$ cat config.mk
export PLATFORM = sky130hd
export DESIGN_NAME = bts_blend_lane
export DESIGN_NICKNAME = d
export VERILOG_FILES = /design/src/sv/bts_pkg.sv /design/src/sv/bts_blend_lane.sv
export SDC_FILE = /design/constraint.sdc
export NUM_CORES = 1
export LEC_CHECK = 0
export BUFFER_PORTS_ARGS = -buffer_cell sky130_fd_sc_hd__buf_2
export CORE_MARGIN = 10
export CORE_UTILIZATION = 65
export DETAILED_ROUTE_END_ITERATION = 8
export PLACE_DENSITY_LB_ADDON = 0.25
export SYNTH_ARGS = -nofsm -noshare
export SYNTH_HDL_FRONTEND = slang
export SYNTH_SLANG_ARGS = --single-unit
$ cat constraint.sdc
create_clock -name clk -period 7.5 [get_ports clk]
set_clock_uncertainty 0.15 [all_clocks]
set_input_delay 0.375 -clock clk [delete_from_list [all_inputs] [get_ports clk]]
set_output_delay 0.375 -clock clk [all_outputs]
set_load 0.1 [all_outputs]
$ cat src/sv/bts_pkg.sv
// ----------------------------------------------------------------------------
// bts_pkg: shared types and constants for the bilinear texture sampler
// Channel, texel and weight types, command codes and register indexes.
// ----------------------------------------------------------------------------
`default_nettype none

package bts_pkg;

    // Fixed field widths
    localparam int CHAN_W     = 8;
    localparam int CFG_W      = 9;
    localparam int CFG_ADDR_W = 2;
    localparam int INDEX_W    = 16;
    localparam int COORD_W    = 18;
    localparam int WEIGHT_W   = 17;
    localparam int CORNERS    = 4;

    // Command codes on func
    localparam logic FUNC_LOAD   = 1'b0;
    localparam logic FUNC_SAMPLE = 1'b1;

    // Register indexes on the configuration port
    localparam logic [CFG_ADDR_W-1:0] REG_TEX_WIDTH  = 2'd0;
    localparam logic [CFG_ADDR_W-1:0] REG_TEX_HEIGHT = 2'd1;

    // Reset value of both dimension registers
    localparam logic [CFG_W-1:0] TEX_DIM_RESET = 9'd256;

    // Full-scale fraction weight (1.0 in 8 fraction bits)
    localparam logic [8:0] FRAC_ONE = 9'd256;

    // Rounding constant for a weight product with 16 fraction bits
    localparam int ROUND_HALF = 32768;

    typedef logic [CHAN_W-1:0] chan_t;
    typedef logic [WEIGHT_W-1:0] weight_t;

    // Corner order: 0 = (x0,y0), 1 = (x1,y0), 2 = (x0,y1), 3 = (x1,y1)
    typedef weight_t [CORNERS-1:0] weight_set_t;
    typedef chan_t [CORNERS-1:0] corner_set_t;

    typedef struct packed {
        chan_t red;
        chan_t green;
        chan_t blue;
    } texel_t;

endpackage

`default_nettype wire

$ cat src/sv/bts_blend_lane.sv
// ----------------------------------------------------------------------------
// bts_blend_lane: one color channel of the bilinear blend
// Stage A multiplies the four corner bytes by their weights, stage B sums,
// rounds half up and keeps the 8-bit color.
// ----------------------------------------------------------------------------
`default_nettype none

module bts_blend_lane (
    input  wire logic                 clk,
    input  wire bts_pkg::corner_set_t corner,
    input  wire bts_pkg::weight_set_t weight,
    output bts_pkg::chan_t            color
);
    import bts_pkg::*;

    localparam int PROD_W = WEIGHT_W + CHAN_W;
    localparam int SUM_W  = PROD_W + 2;

    logic [PROD_W-1:0] prod_reg [CORNERS];
    logic [PROD_W-1:0] prod_next [CORNERS];
    logic [SUM_W-1:0]  sum;
    chan_t             color_reg;
    chan_t             color_next;

    // Per-corner weighted products
    always_comb
    begin
        for (int i = 0; i < CORNERS; i++)
        begin
            prod_next[i] = PROD_W'(weight[i]) * PROD_W'(corner[i]);
        end
    end

    // Sum and round half up
    always_comb
    begin
        sum = SUM_W'(prod_reg[0]) + SUM_W'(prod_reg[1]) + SUM_W'(prod_reg[2])
            + SUM_W'(prod_reg[3]) + SUM_W'(ROUND_HALF);
        color_next = sum[23:16];
    end

    always_ff @(posedge clk)
    begin
        prod_reg  <= prod_next;
        color_reg <= color_next;
    end

    assign color = color_reg;

endmodule

`default_nettype wire

==> summary.md <==
| Metric | Value |
|---|---|
| Synth Area in Adders | 0.5059 |
| Synth Cell Area | ~21000 µm² |
| YS warnings | 0 |
| Crit end category | register |
| Syn Area/Cell | ~9.3 µm² |
| Horiz. Die Dim | 200.3 µm |
| Share of flip-flops with an asynchronous set or reset | 0 |
| Total CTS buffers | 9 |
| CTS clk-pin slew, worst paths | roughly 0.080 ns |
| Post-synth cell types | 64 |
| Vias in the first global route | around 17000 |
| Synth Area in Simple Gates | 0.2030 |
| Root buffer cell | clkbuf_16 |
| Worst min path class | in2reg |
| Area growth, synth to finish | 5.766% |
| Largest register FFs | 96 |
| Die Height | between 200 and 250 µm |
| Endpoints failing setup | 0 |
| Crit path cell chain | buf_2 > and2_1 > fa_1 > fa_1 > fa_1 > inv_1 > fa_1 > inv_1 > ha_1 > a21oi_1 > o221ai_1 > a21oi_1 > a21boi_0 > or4b_1 > nand3_1 |
| Global-route wire length before repair | 80.50 mm |
| Compound-Gate Fraction of Synth Area | 0.07743 |
| Critical path required time | ~7.6 ns |
| Tmin final | around 4.6 ns |
| RSZ-0062 raised after global routing | false |
| # IOs | ~110 |
| Largest net degree at the start of global routing | 22 |
| Violation count after the first detailed-route iteration | slightly above 800 |
| Cts hold-fix bufs | 0 |
| Final hold vios | 0 |
| Die area | approximately 40000 µm² |
| Main combinational cell family by area after synthesis | adder cells |
| Post-synthesis mux area share | 0.001421 |
| CP most frequent cell | fa_1 |
| Commonest cells after routing, fill and taps aside | 450 x and2_1, 401 x fa_1, 400 x inv_1, 213 x ha_1, 142 x nand2_1 |
| Drt first pass iters | 5 |
| Final worst-path cycle share | 0.6181 |
| Vias per inst | approximately 5.6 |
| Number of flops mapped to enable cells by yosys | 0 |
| Layout cell share with drive strength beyond 1 | 0.05629 |
| Top cells by area, synth | fa_1 38%, and2_1 13%, ha_1 13% |
| Slowest stage delay, CP | ~0.54 ns |
| # rows | 65 |
| Synth Area in XOR/XNOR | 0.03439 |
| Worst-margin pin slew | 0.6715 ns |
| CP Max Fanout | 17 |
| Setup TNS | 0 ns |
| Nets | about 3000 |
| Antenna Violating Nets Remaining | 0 |
| Slew margin rel. | 0.5483 |
| Core Footprint | between 30000 and 40000 µm² |
| GRT overflow | 0 |
| Max Clk Rate | ~220 MHz |
| Most common cell after layout, fill and taps aside | and2_1 |
| Crit path max-delay cell type | or4b_1 |
| Final HPWL DP | 38.88 mm |
| Number of remaining DRC errors | 0 |
| Post-synth top flop | dfxtp_1 |
| Post-CTS Resized | 0 |
| # clock sinks | 104 |
| Total track usage | 0.2365 |
| Kind of cell adding the most delay to the critical path | adder cells |
| Inserted Diodes | 0 |
| Post-Synthesis Cells | 2268 |
| Pins Over Slew Limit | 0 |
| Outcome | finished clean |
| Routed len/inst | about 16 µm |
| Clk Latency, worst-skew pair | roughly 0.35 ns |
| Routability cong. | about 0.9 |
| Htree depth | 3 |
| Seq/Total Area, Yosys | 0.09850 |
| Starting Density | 0.6647 |
| Post-synth top area cell | fa_1 |
| Total of max-cap violations | 0 |
| Post-CTS Setup Repair Bufs | 0 |
| CTS tree | built |
| Worst path bufs/invs | 3 |
| Area share of the largest cell type after synthesis | 0.3798 |
| Port bufs | about 110 |
| Initial antenna violation count | 0 |
| Data arrival, critical path | roughly 4.8 ns |
| Setup crit start kind | input port |
| Via count | 15450 |
| #FFs+latches synth | roughly 100 |
| Total routed wirelength | 45.84 mm |
| Syn Nets | between 2000 and 3000 |
| CTS max path bufs | 2 |
| Worst setup path class | in2reg |
## metal layers
| metal | global-route usage | vias to the layer above | wire, µm |
|---|---|---|---|
| met3 | 0.02998 | 52 | 1887 |
| met1 | 0.3010 | 7813 | 19690 |
| met5 | 0 | - | 0 |
| met2 | 0.4220 | 349 | 23630 |
| met4 | 0.04950 | 0 | 629 |
| li1 | - | 7239 | - |
## logic make-up (layout without fill, tap and decap cells)
| group | after synthesis | count (layout) |
|---|---|---|
| buffers and inverters | 447 | 524 |
| AO/OA/AOI/OAI | 253 | 253 |
| AND/OR/NAND/NOR | 764 | 764 |
| flip-flops | 104 | 104 |
| adder cells (fa/ha/maj) | 614 | 614 |
| XOR/XNOR | 83 | 83 |
| multiplexers | 3 | 3 |
## worst paths after layout
| kind | from | to | slack [ns] | depth (start not counted) |
|---|---|---|---|---|
| worst max-delay path | corner[4] | prod_reg[90] | 2.86 | 15 |
| worst min-delay path | weight[34] | prod_reg[25] | 0.19 | 2 |
| worst max register to register | prod_reg[14] | color[4] | 3.60 | 10 |
| worst min register to register | prod_reg[93] | color[2] | 0.84 | 4 |
## final cells by class
| type | instances | area (µm²) |
|---|---|---|
| clock buffer | 9 | 225.2 |
| clock inverter | 7 | 85.08 |
| fill | 2497 | 9444 |
| inverter | 400 | 1501 |
| multi-input combinational | 1717 | 17380 |
| sequential | 104 | 2082 |
| tap | 435 | 544.3 |
| timing repair buffer | 108 | 540.5 |
## synth_stat cells (6+ instances only)
master      n
nand2b_1   10
dfxtp_1   104
nor2b_1    12
ha_1      213
and3_1     14
a21boi_0    7
and2_1    450
a21oi_1    74
nor3_1     21
nand2_1   142
inv_1     400
a211oi_1   19
nand4_1    12
o31ai_1     6
o21ai_0    49
nor2_1     44
fa_1      401
o21bai_1    9
xnor2_1    61
o21a_1     12
a31oi_1    11
o211ai_1    8
xor2_1     22
a21o_1     21
nand3_1    30
clkbuf_1   47
## stage by stage
stage | hold WS, ns | util | worst slack, ns | instance area (µm²) | cells
finish | 0.1922 | 0.7030 | 2.864 | 22360 | 2780
global route | 0.1987 | 0.7030 | 2.564 | 22360 | 2780
CTS | 0.1764 | 0.7030 | 2.894 | 22360 | 2780
detailed placement | 0.5549 | 0.6933 | 2.516 | 22040 | 2764
global placement | 0.5482 | 0.6933 | 2.566 | 22040 | 2764
floorplan | 0.3467 | - | 2.855 | 21140 | 2268
Power is not shown: default switching activity piles up to over one toggle a cycle in this logic, so the estimate is an artifact.
